`config.mk`:
```
export PLATFORM = sky130hd
export DESIGN_NAME = fraction_arithmetic_reduce_unit
export DESIGN_NICKNAME = d
export VERILOG_FILES = /design/src/hw/rtl/frar_pkg.sv /design/src/hw/rtl/frar_div.sv /design/src/hw/rtl/fraction_arithmetic_reduce_unit.sv
export VERILOG_INCLUDE_DIRS = /design/src /design/src/hw/rtl
export SDC_FILE = /design/constraint.sdc
export NUM_CORES = 2
export LEC_CHECK = 0
export BUFFER_PORTS_ARGS = -buffer_cell sky130_fd_sc_hd__buf_2
export CORE_MARGIN = 1.5
export CORE_UTILIZATION = 40
export CTS_CLUSTER_SIZE = 25
export DETAILED_ROUTE_END_ITERATION = 7
export PLACE_DENSITY = 0.63
export SYNTH_ARGS = -nofsm -noshare
export SYNTH_HDL_FRONTEND = slang
export SYNTH_HIERARCHICAL = 1
export SYNTH_SLANG_ARGS = --single-unit
export TNS_END_PERCENT = 50
```
`constraint.sdc`:
```
create_clock -name i_clk -period 27.8 [get_ports i_clk]
set_input_delay 1.39 -clock i_clk [delete_from_list [all_inputs] [get_ports i_clk]]
set_output_delay 1.39 -clock i_clk [all_outputs]
set_load 0.02 [all_outputs]
```
`src/hw/rtl/assert_macros.svh`:
```
// assertion macros for the rtl files, included by the top level of the unit
`ifndef ASSERT_MACROS_SVH
`define ASSERT_MACROS_SVH

// implication checked in the same cycle
`define ASSERT_IMPL(label, clk, rst_n, ante, cons, msg) \
    label: assert property (@(posedge clk) disable iff (!rst_n) (ante) |-> (cons)) \
        else $error(msg);

// implication checked in the next cycle
`define ASSERT_NEXT(label, clk, rst_n, ante, cons, msg) \
    label: assert property (@(posedge clk) disable iff (!rst_n) (ante) |=> (cons)) \
        else $error(msg);

`endif

```
`src/hw/rtl/frar_pkg.sv`:
```
// types and constants of the fraction arithmetic and reduction unit
`timescale 1ns / 1ps

package frar_pkg;

    localparam int STEPS_PER_CYCLE = 8;
    localparam int LANE_COUNT      = 2;
    localparam int LANE_NUM        = 0;
    localparam int LANE_DEN        = 1;

    typedef enum logic [1:0] {
        ACT_ADD = 2'd0,
        ACT_SUB = 2'd1,
        ACT_MUL = 2'd2,
        ACT_DIV = 2'd3
    } t_action;

    typedef struct packed {
        t_action            action;
        logic               clear_product;
        logic signed [15:0] left_num;
        logic signed [15:0] left_den;
        logic signed [15:0] right_num;
        logic signed [15:0] right_den;
    } t_in_item;

    typedef struct packed {
        logic signed [31:0] result_num;
        logic signed [31:0] result_den;
        logic signed [31:0] quotient;
        logic               den_zero;
        logic        [31:0] factor_product;
    } t_out_item;

    typedef enum logic [3:0] {
        ST_IDLE,
        ST_MUL0,
        ST_MUL1,
        ST_MUL2,
        ST_SIGN,
        ST_PASS,
        ST_QLOAD,
        ST_QUO,
        ST_DONE
    } t_state;

    typedef struct packed {
        logic load;
        logic step;
    } t_div_ctl;

endpackage

```
`src/hw/rtl/frar_div.sv`:
```
// two-lane trial divider by a small divisor, several quotient bits per cycle while stepped
`timescale 1ns / 1ps

module frar_div #(
    parameter int DATA_WIDTH = 32,
    parameter int K_WIDTH    = 10
) (
    input  logic                                           i_clk,
    input  frar_pkg::t_div_ctl                             i_ctl,
    input  logic [frar_pkg::LANE_COUNT-1:0][DATA_WIDTH-1:0] i_dividend,
    input  logic [K_WIDTH-1:0]                              i_divisor,
    output logic [frar_pkg::LANE_COUNT-1:0][DATA_WIDTH-1:0] o_quotient,
    output logic [frar_pkg::LANE_COUNT-1:0]                 o_rem_zero
);
    import frar_pkg::*;

    localparam int STEP_COUNT = (DATA_WIDTH + STEPS_PER_CYCLE - 1) / STEPS_PER_CYCLE;
    localparam int PAD_WIDTH  = STEP_COUNT * STEPS_PER_CYCLE;

    logic [LANE_COUNT-1:0][PAD_WIDTH-1:0] r_q;
    logic [LANE_COUNT-1:0][K_WIDTH-1:0]   r_r;
    logic [LANE_COUNT-1:0][PAD_WIDTH-1:0] n_q;
    logic [LANE_COUNT-1:0][K_WIDTH-1:0]   n_r;

    always_comb begin : div_steps
        logic [PAD_WIDTH-1:0] q;
        logic [K_WIDTH-1:0]   r;
        logic [K_WIDTH:0]     t;
        for (int l = 0; l < LANE_COUNT; l++) begin
            q = r_q[l];
            r = r_r[l];
            for (int s = 0; s < STEPS_PER_CYCLE; s++) begin
                t = {r, q[PAD_WIDTH-1]};
                q = {q[PAD_WIDTH-2:0], 1'b0};
                if (t >= {1'b0, i_divisor}) begin
                    t    = t - {1'b0, i_divisor};
                    q[0] = 1'b1;
                end
                r = t[K_WIDTH-1:0];
            end
            n_q[l]        = q;
            n_r[l]        = r;
            o_quotient[l] = q[DATA_WIDTH-1:0];
            o_rem_zero[l] = (r == '0);
        end
    end

    always_ff @(posedge i_clk) begin
        for (int l = 0; l < LANE_COUNT; l++) begin
            if (i_ctl.load) begin
                r_q[l] <= PAD_WIDTH'(i_dividend[l]);
                r_r[l] <= '0;
            end else if (i_ctl.step) begin
                r_q[l] <= n_q[l];
                r_r[l] <= n_r[l];
            end
        end
    end

endmodule

```
`src/hw/rtl/fraction_arithmetic_reduce_unit.sv`:
```
// top level of the fraction arithmetic and reduction unit
//
//  channel  direction  payload      handshake
//  in       input      t_in_item    i_in_valid / o_in_stall
//  out      output     t_out_item   o_out_valid / i_out_stall
//
// an item runs through the products, the sign step, PASS_COUNT reduction passes on the
// shared divider, the quotient load, the final quotient and the done state; the passes dominate
// one 16x16 multiplier forms the raw products in ST_MUL0 to ST_MUL2, the final quotient
// takes one bit a cycle; reset is synchronous and sets the factor product to 1
// the input stalls while an item is in work; a finished item waits in the
// output register, and the next item is taken while it waits
`timescale 1ns / 1ps
`include "assert_macros.svh"

module fraction_arithmetic_reduce_unit #(
    parameter int PASS_COUNT = 500,
    parameter int DATA_WIDTH = 32
) (
    input  logic                i_clk,
    input  logic                i_rst_n,
    input  logic                i_in_valid,
    output logic                o_in_stall,
    input  frar_pkg::t_in_item  i_in_item,
    output logic                o_out_valid,
    input  logic                i_out_stall,
    output frar_pkg::t_out_item o_out_item
);
    import frar_pkg::*;

    localparam int K_MAX       = PASS_COUNT + 2;
    localparam int K_WIDTH     = $clog2(K_MAX + 1);
    localparam int PASS_WIDTH  = $clog2(PASS_COUNT + 1);
    localparam int STEP_COUNT  = (DATA_WIDTH + STEPS_PER_CYCLE - 1) / STEPS_PER_CYCLE;
    localparam int STEP_WIDTH  = (STEP_COUNT > 1) ? $clog2(STEP_COUNT) : 1;
    localparam int QCNT_WIDTH  = $clog2(DATA_WIDTH);

    t_state                 r_state;
    t_state                 n_state;
    t_in_item               r_in;
    logic signed [32:0]     r_n33;
    logic [DATA_WIDTH-1:0]  r_nw;
    logic [DATA_WIDTH-1:0]  r_dw;
    logic [DATA_WIDTH-1:0]  r_mn;
    logic [DATA_WIDTH-1:0]  r_md;
    logic                   r_n_neg;
    logic                   r_d_neg;
    logic [K_WIDTH-1:0]     r_k;
    logic [PASS_WIDTH-1:0]  r_pass;
    logic [STEP_WIDTH-1:0]  r_step;
    logic [DATA_WIDTH-1:0]  r_qq;
    logic [DATA_WIDTH-1:0]  r_qr;
    logic [QCNT_WIDTH-1:0]  r_qcnt;
    logic [31:0]            r_fprod;
    t_out_item              r_out;
    logic                   r_out_valid;

    logic signed [15:0]     mul_a;
    logic signed [15:0]     mul_b;
    logic signed [31:0]     mul_p;
    t_div_ctl               div_ctl;
    logic [LANE_COUNT-1:0][DATA_WIDTH-1:0] div_a;
    logic [LANE_COUNT-1:0][DATA_WIDTH-1:0] div_q;
    logic [LANE_COUNT-1:0]  div_zero;
    logic                   step_last;
    logic                   pass_last;
    logic                   divisible;
    logic                   out_load;
    logic [DATA_WIDTH-1:0]  mag_n;
    logic [DATA_WIDTH-1:0]  mag_d;
    logic [DATA_WIDTH:0]    q_trial;
    logic                   q_ge;
    logic [DATA_WIDTH:0]    q_diff;
    logic [DATA_WIDTH-1:0]  fin_num;
    logic [DATA_WIDTH-1:0]  fin_den;
    logic [DATA_WIDTH-1:0]  fin_quo;
    logic                   fin_zero;

    // raw product operands
    always_comb begin
        mul_a = r_in.left_num;
        mul_b = r_in.right_den;
        unique case (r_state)
            ST_MUL0: begin
                mul_a = r_in.left_num;
                mul_b = (r_in.action == ACT_MUL) ? r_in.right_num : r_in.right_den;
            end
            ST_MUL1: begin
                mul_a = r_in.right_num;
                mul_b = r_in.left_den;
            end
            ST_MUL2: begin
                mul_a = r_in.left_den;
                mul_b = (r_in.action == ACT_DIV) ? r_in.right_num : r_in.right_den;
            end
            default: begin
                mul_a = r_in.left_num;
                mul_b = r_in.right_den;
            end
        endcase
    end

    assign mul_p = 32'(mul_a) * 32'(mul_b);

    assign mag_n     = r_nw[DATA_WIDTH-1] ? -r_nw : r_nw;
    assign mag_d     = r_dw[DATA_WIDTH-1] ? -r_dw : r_dw;
    assign step_last = (r_step == STEP_WIDTH'(STEP_COUNT - 1));
    assign pass_last = (r_pass == PASS_WIDTH'(PASS_COUNT - 1));
    assign divisible = div_zero[LANE_NUM] && div_zero[LANE_DEN];

    always_comb begin
        if (r_state == ST_PASS && divisible) begin
            div_a = div_q;
        end else if (r_state == ST_PASS) begin
            div_a[LANE_NUM] = r_mn;
            div_a[LANE_DEN] = r_md;
        end else begin
            div_a[LANE_NUM] = mag_n;
            div_a[LANE_DEN] = mag_d;
        end
    end

    frar_div #(
        .DATA_WIDTH (DATA_WIDTH),
        .K_WIDTH    (K_WIDTH)
    ) u_div (
        .i_clk      (i_clk),
        .i_ctl      (div_ctl),
        .i_dividend (div_a),
        .i_divisor  (r_k),
        .o_quotient (div_q),
        .o_rem_zero (div_zero)
    );

    // final quotient, one bit a cycle
    assign q_trial = {r_qr, r_qq[DATA_WIDTH-1]};
    assign q_ge    = (q_trial >= {1'b0, r_md});
    assign q_diff  = q_trial - {1'b0, r_md};

    assign fin_zero = (r_md == '0);
    assign fin_num  = r_n_neg ? -r_mn : r_mn;
    assign fin_den  = r_d_neg ? -r_md : r_md;
    assign fin_quo  = fin_zero ? '0 : ((r_n_neg != r_d_neg) ? -r_qq : r_qq);

    assign out_load = (r_state == ST_DONE) && (!r_out_valid || !i_out_stall);

    // next state and sequencer outputs
    always_comb begin
        n_state      = r_state;
        div_ctl.load = 1'b0;
        div_ctl.step = 1'b0;
        unique case (r_state)
            ST_IDLE: begin
                if (i_in_valid) begin
                    n_state = ST_MUL0;
                end
            end
            ST_MUL0: n_state = ST_MUL1;
            ST_MUL1: n_state = ST_MUL2;
            ST_MUL2: n_state = ST_SIGN;
            ST_SIGN: begin
                div_ctl.load = 1'b1;
                n_state      = ST_PASS;
            end
            ST_PASS: begin
                div_ctl.step = 1'b1;
                div_ctl.load = step_last;
                if (step_last && pass_last) begin
                    n_state = ST_QLOAD;
                end
            end
            ST_QLOAD: n_state = ST_QUO;
            ST_QUO: begin
                if (r_qcnt == QCNT_WIDTH'(DATA_WIDTH - 1)) begin
                    n_state = ST_DONE;
                end
            end
            ST_DONE: begin
                if (out_load) begin
                    n_state = ST_IDLE;
                end
            end
            default: n_state = ST_IDLE;
        endcase
    end

    always_ff @(posedge i_clk) begin
        if (!i_rst_n) begin
            r_state     <= ST_IDLE;
            r_out_valid <= 1'b0;
            r_fprod     <= 32'd1;
        end else begin
            r_state <= n_state;
            if (out_load) begin
                r_out_valid <= 1'b1;
            end else if (!i_out_stall) begin
                r_out_valid <= 1'b0;
            end
            if (r_state == ST_IDLE && i_in_valid && i_in_item.clear_product) begin
                r_fprod <= 32'd1;
            end else if (r_state == ST_PASS && step_last && divisible) begin
                r_fprod <= r_fprod * 32'(r_k);
            end
        end
    end

    always_ff @(posedge i_clk) begin
        unique case (r_state)
            ST_IDLE: begin
                if (i_in_valid) begin
                    r_in <= i_in_item;
                end
            end
            ST_MUL0: r_n33 <= 33'(mul_p);
            ST_MUL1: begin
                if (r_in.action == ACT_ADD) begin
                    r_n33 <= r_n33 + 33'(mul_p);
                end else if (r_in.action == ACT_SUB) begin
                    r_n33 <= r_n33 - 33'(mul_p);
                end
            end
            ST_MUL2: begin
                r_dw <= DATA_WIDTH'(mul_p);
                r_nw <= DATA_WIDTH'(r_n33);
            end
            ST_SIGN: begin
                r_n_neg <= r_nw[DATA_WIDTH-1];
                r_d_neg <= r_dw[DATA_WIDTH-1];
                r_mn    <= mag_n;
                r_md    <= mag_d;
                r_k     <= K_WIDTH'(2);
                r_pass  <= '0;
                r_step  <= '0;
            end
            ST_PASS: begin
                if (step_last) begin
                    r_step <= '0;
                    r_pass <= r_pass + 1'b1;
                    if (divisible) begin
                        r_mn <= div_q[LANE_NUM];
                        r_md <= div_q[LANE_DEN];
                    end else begin
                        r_k <= r_k + 1'b1;
                    end
                end else begin
                    r_step <= r_step + 1'b1;
                end
            end
            ST_QLOAD: begin
                r_qq   <= r_mn;
                r_qr   <= '0;
                r_qcnt <= '0;
            end
            ST_QUO: begin
                r_qq   <= {r_qq[DATA_WIDTH-2:0], q_ge};
                r_qr   <= q_ge ? q_diff[DATA_WIDTH-1:0] : q_trial[DATA_WIDTH-1:0];
                r_qcnt <= r_qcnt + 1'b1;
            end
            ST_DONE: begin
                if (out_load) begin
                    r_out.result_num     <= 32'(fin_num);
                    r_out.result_den     <= 32'(fin_den);
                    r_out.quotient       <= 32'(fin_quo);
                    r_out.den_zero       <= fin_zero;
                    r_out.factor_product <= r_fprod;
                end
            end
            default: begin
                r_qcnt <= r_qcnt;
            end
        endcase
    end

    assign o_in_stall  = (r_state != ST_IDLE);
    assign o_out_valid = r_out_valid;
    assign o_out_item  = r_out;

    `ASSERT_NEXT(a_accept_starts, i_clk, i_rst_n, i_in_valid && !o_in_stall,
        r_state == ST_MUL0, "accepted item did not start the products")
    `ASSERT_IMPL(a_k_range, i_clk, i_rst_n, r_state == ST_PASS,
        r_k <= K_WIDTH'(K_MAX - 1), "trial divisor out of range")
    `ASSERT_IMPL(a_pass_range, i_clk, i_rst_n, r_state == ST_PASS,
        r_pass < PASS_WIDTH'(PASS_COUNT), "pass count out of range")
    `ASSERT_NEXT(a_fprod_hold, i_clk, i_rst_n, r_state == ST_PASS && !step_last,
        $stable(r_fprod), "factor product changed inside a pass")

endmodule
```
==> results_dict.tcl <==
set metrics [dict create \
    rows 135 \
    port_buffers 201 \
    post_synth_instance_area_sq_mm 0.0546 \
    min_path_type "reg -> reg" \
    post_synth_inst_count 5841 \
    timing_worst_slew_pin_value_ns 1.29 \
    period_share_pct 79.6 \
    detail_route.wl_per_cell_um 18.5 \
    track_usage_pct 20.5 \
    post_synth_most_frequent_cells "sky130_fd_sc_hd__nand2_1, sky130_fd_sc_hd__inv_1, sky130_fd_sc_hd__edfxtp_1" \
    cts_tree "built" \
    ys_ff_latch 565 \
    maximum_number_of_pins_on_one_net_before_global_route_repair 94 \
    critical_path.top_delay_family "compound AO/OA/AOI/OAI gates" \
    synth-async-reset-ratio_pct 0 \
    cts_htree_levels 3 \
    setup_bufs_post_cts 0 \
    cp.buffers_inverters 8 \
    clock-skew-final_ns 0.0395 \
    timing.critical_path.fanout_max 64 \
    detailedRoute.firstIterationViolations 3118 \
    yosysWarnings 6 \
    floorplan.initialDensity_pct 40.3 \
    path_clk_slew_ns 0.06 \
    cts_resized 0 \
    netlist.top_cell.by_area "sky130_fd_sc_hd__edfxtp_1" \
    layout_min_cycle_time_ns 22.12 \
    slowest_stage "sky130_fd_sc_hd__edfxtp_1" \
    cts_sinks 565 \
    synth_seq_area_share_pct 30.1 \
    max-cap-violations 0 \
    boundaryPins 202 \
    post-dp-hpwl_mm 109 \
    diodes 0 \
    num_vias 41800 \
    post-route-drc-count 0 \
    fp.dieW_um 373 \
    placedCellCount 7613 \
    areaGrowthSynthToFinish_pct 8.94 \
    slew_viol_final 0 \
    dr.pass1.iters 7 \
    final_net_count 6778 \
    synth-edff-count 510 \
    syn-mean-instance-area_sq_um 9.35 \
    design.core.area_sq_mm 0.135 \
    routed_wl_mm 143 \
    routed_via_count_divided_by_cell_count 5.41 \
    setup-tns-final_ns 0 \
    worstSetupPathType "reg -> reg" \
    synth.top_cells.by_area "sky130_fd_sc_hd__edfxtp_1, sky130_fd_sc_hd__fa_1, sky130_fd_sc_hd__ha_1" \
    yosys_most_used_dff "sky130_fd_sc_hd__edfxtp_1" \
    tritoncts.num_buffers 71 \
    critical_path.max_stage_delay_ns 1.05 \
    clock.fmax_mhz 45.2 \
    critical_path.endpoint_type "flip-flop" \
    routabilityCongestion 0.912 \
    timing.critical_path.arrival_ns 22.39 \
    report.final.setup_viol 0 \
    finalHoldViolations 0 \
    gr-total-overflow 0 \
    mappedNetlistNets 6714 \
    layoutNonFillerInstCount 7740 \
    synth_cell_type_count 107 \
    grt_pass1_vias 41600 \
    result_of_the_run "completed" \
    max_slew_margin_pct 14.0 \
    worst_setup_path_start_kind "flip-flop" \
    final_layout_size_suffix_gt1_share_pct 9.80 \
    critical_path_required_ns 28.07 \
    rsz0062_at_grt "no" \
    ctsLongestPathBuffers 3 \
    floorplan.die.height_um 373 \
    clk-insertion-delay-late_ns 0.67 \
    fp.dieArea_sq_mm 0.139 \
    synthMostInstantiatedCell "sky130_fd_sc_hd__nand2_1" \
    grt_first_pass_wirelength_mm 226 \
    yosys.area.top_type_share_pct 28.0 \
    root_buffer "sky130_fd_sc_hd__clkbuf_16" \
    cts.hold.buffers_added 0 \
    antenna_violations_before_repair 1 \
    antenna_violating_nets_post_route 0 \
]
## worst register-to-register path, delay by kind of cell (launching register included)
family	cells	cell delay, ns
mux	9	3.03
simple gates	16	2.49
flops	1	1.05
compound gates	38	9.83
buf+inv	8	2.28
fa+ha+maj	8	3.02
## through the flow
step	area [sq um]	util [%]	hold slack [ns]	worst slack [ns]
detailed placement	57100	42.2	0.458	6.01
global placement	57100	42.2	0.446	6.58
finish	59500	43.9	0.463	5.68
global route	59500	43.9	0.471	4.19
floorplan	54600	-	0.406	6.00
CTS	59500	43.9	0.466	5.93
## metal layers
metal  wire (um)  vias up  global-route usage, %
li1            -    20000                      -
met1       64000    20500                   27.7
met2       66100     1159                   33.7
met3        7940      225                   2.67
met4        4810        0                   7.05
met5           0        -                      0
## flip-flops by register name (all words and copies together), names as in the netlist, 2 cells and up
register / count
o_out_item: 129
r_in: 66
u_div/o_quotient: 48
r_dw: 32
r_fprod: 32
r_md: 32
r_mn: 32
r_n33: 32
r_nw: 32
r_qq: 32
r_qr: 32
u_div/r_r: 18
u_div/r_q: 16
r_k: 9
r_pass: 9
r_qcnt: 5
r_state: 4
r_step: 2
## cell families (layout without fill, tap and decap cells)
kind of cell,Yosys count,after routing,share of synthesized area (%)
AO/OA/AOI/OAI,1056,1056,12.3
XOR/XNOR,404,404,6.48
adder cells (fa/ha/maj),802,802,24.7
buffers and inverters,919,1037,6.76
flip-flops,565,565,30.1
multiplexers,167,167,3.43
AND/OR/NAND/NOR,1928,1928,16.3
## worst paths after layout
kind | start | end | slack [ns] | cells past startpoint
max reg2reg | r_k[8]$_SDFFCE_PN0P_ | r_md[6]$_DFFE_PP_ | 5.68 | 79
min reg2reg | r_n33[0]$_DFFE_PP_ | r_nw[0]$_DFFE_PN_ | 0.46 | 0
max | r_k[8]$_SDFFCE_PN0P_ | r_md[6]$_DFFE_PP_ | 5.68 | 79
min | r_n33[0]$_DFFE_PP_ | r_nw[0]$_DFFE_PN_ | 0.46 | 0
## cell type report
| type | count | area, sq um |
|---|---|---|
| Clock inverter | 46 | 515 |
| Clock buffer | 81 | 1840 |
| Timing Repair Buffer | 265 | 1490 |
| Tap cell | 1781 | 2230 |
| Sequential cell | 565 | 16400 |
| Multi-Input combinational cell | 4357 | 34600 |
| Inverter | 645 | 2420 |
| Fill cell | 13200 | 76000 |
## placed cells by master (no fill, tap or decap), types with 72 or more instances in the layout
cell and count:
sky130_fd_sc_hd__a21o_1 91, sky130_fd_sc_hd__a21oi_1 380, sky130_fd_sc_hd__and2_1 111, sky130_fd_sc_hd__and3_1 86, sky130_fd_sc_hd__buf_2 201, sky130_fd_sc_hd__clkbuf_16 72
sky130_fd_sc_hd__edfxtp_1 510, sky130_fd_sc_hd__fa_1 459, sky130_fd_sc_hd__ha_1 343, sky130_fd_sc_hd__inv_1 635, sky130_fd_sc_hd__mux2_2 117, sky130_fd_sc_hd__nand2_1 807
sky130_fd_sc_hd__nor2_1 466, sky130_fd_sc_hd__o21ai_0 217, sky130_fd_sc_hd__xnor2_1 238, sky130_fd_sc_hd__xor2_1 166
Power is left out: the tool's default activity adds up to more than one toggle a clock period on the data nets, which glitch-free logic cannot reach.
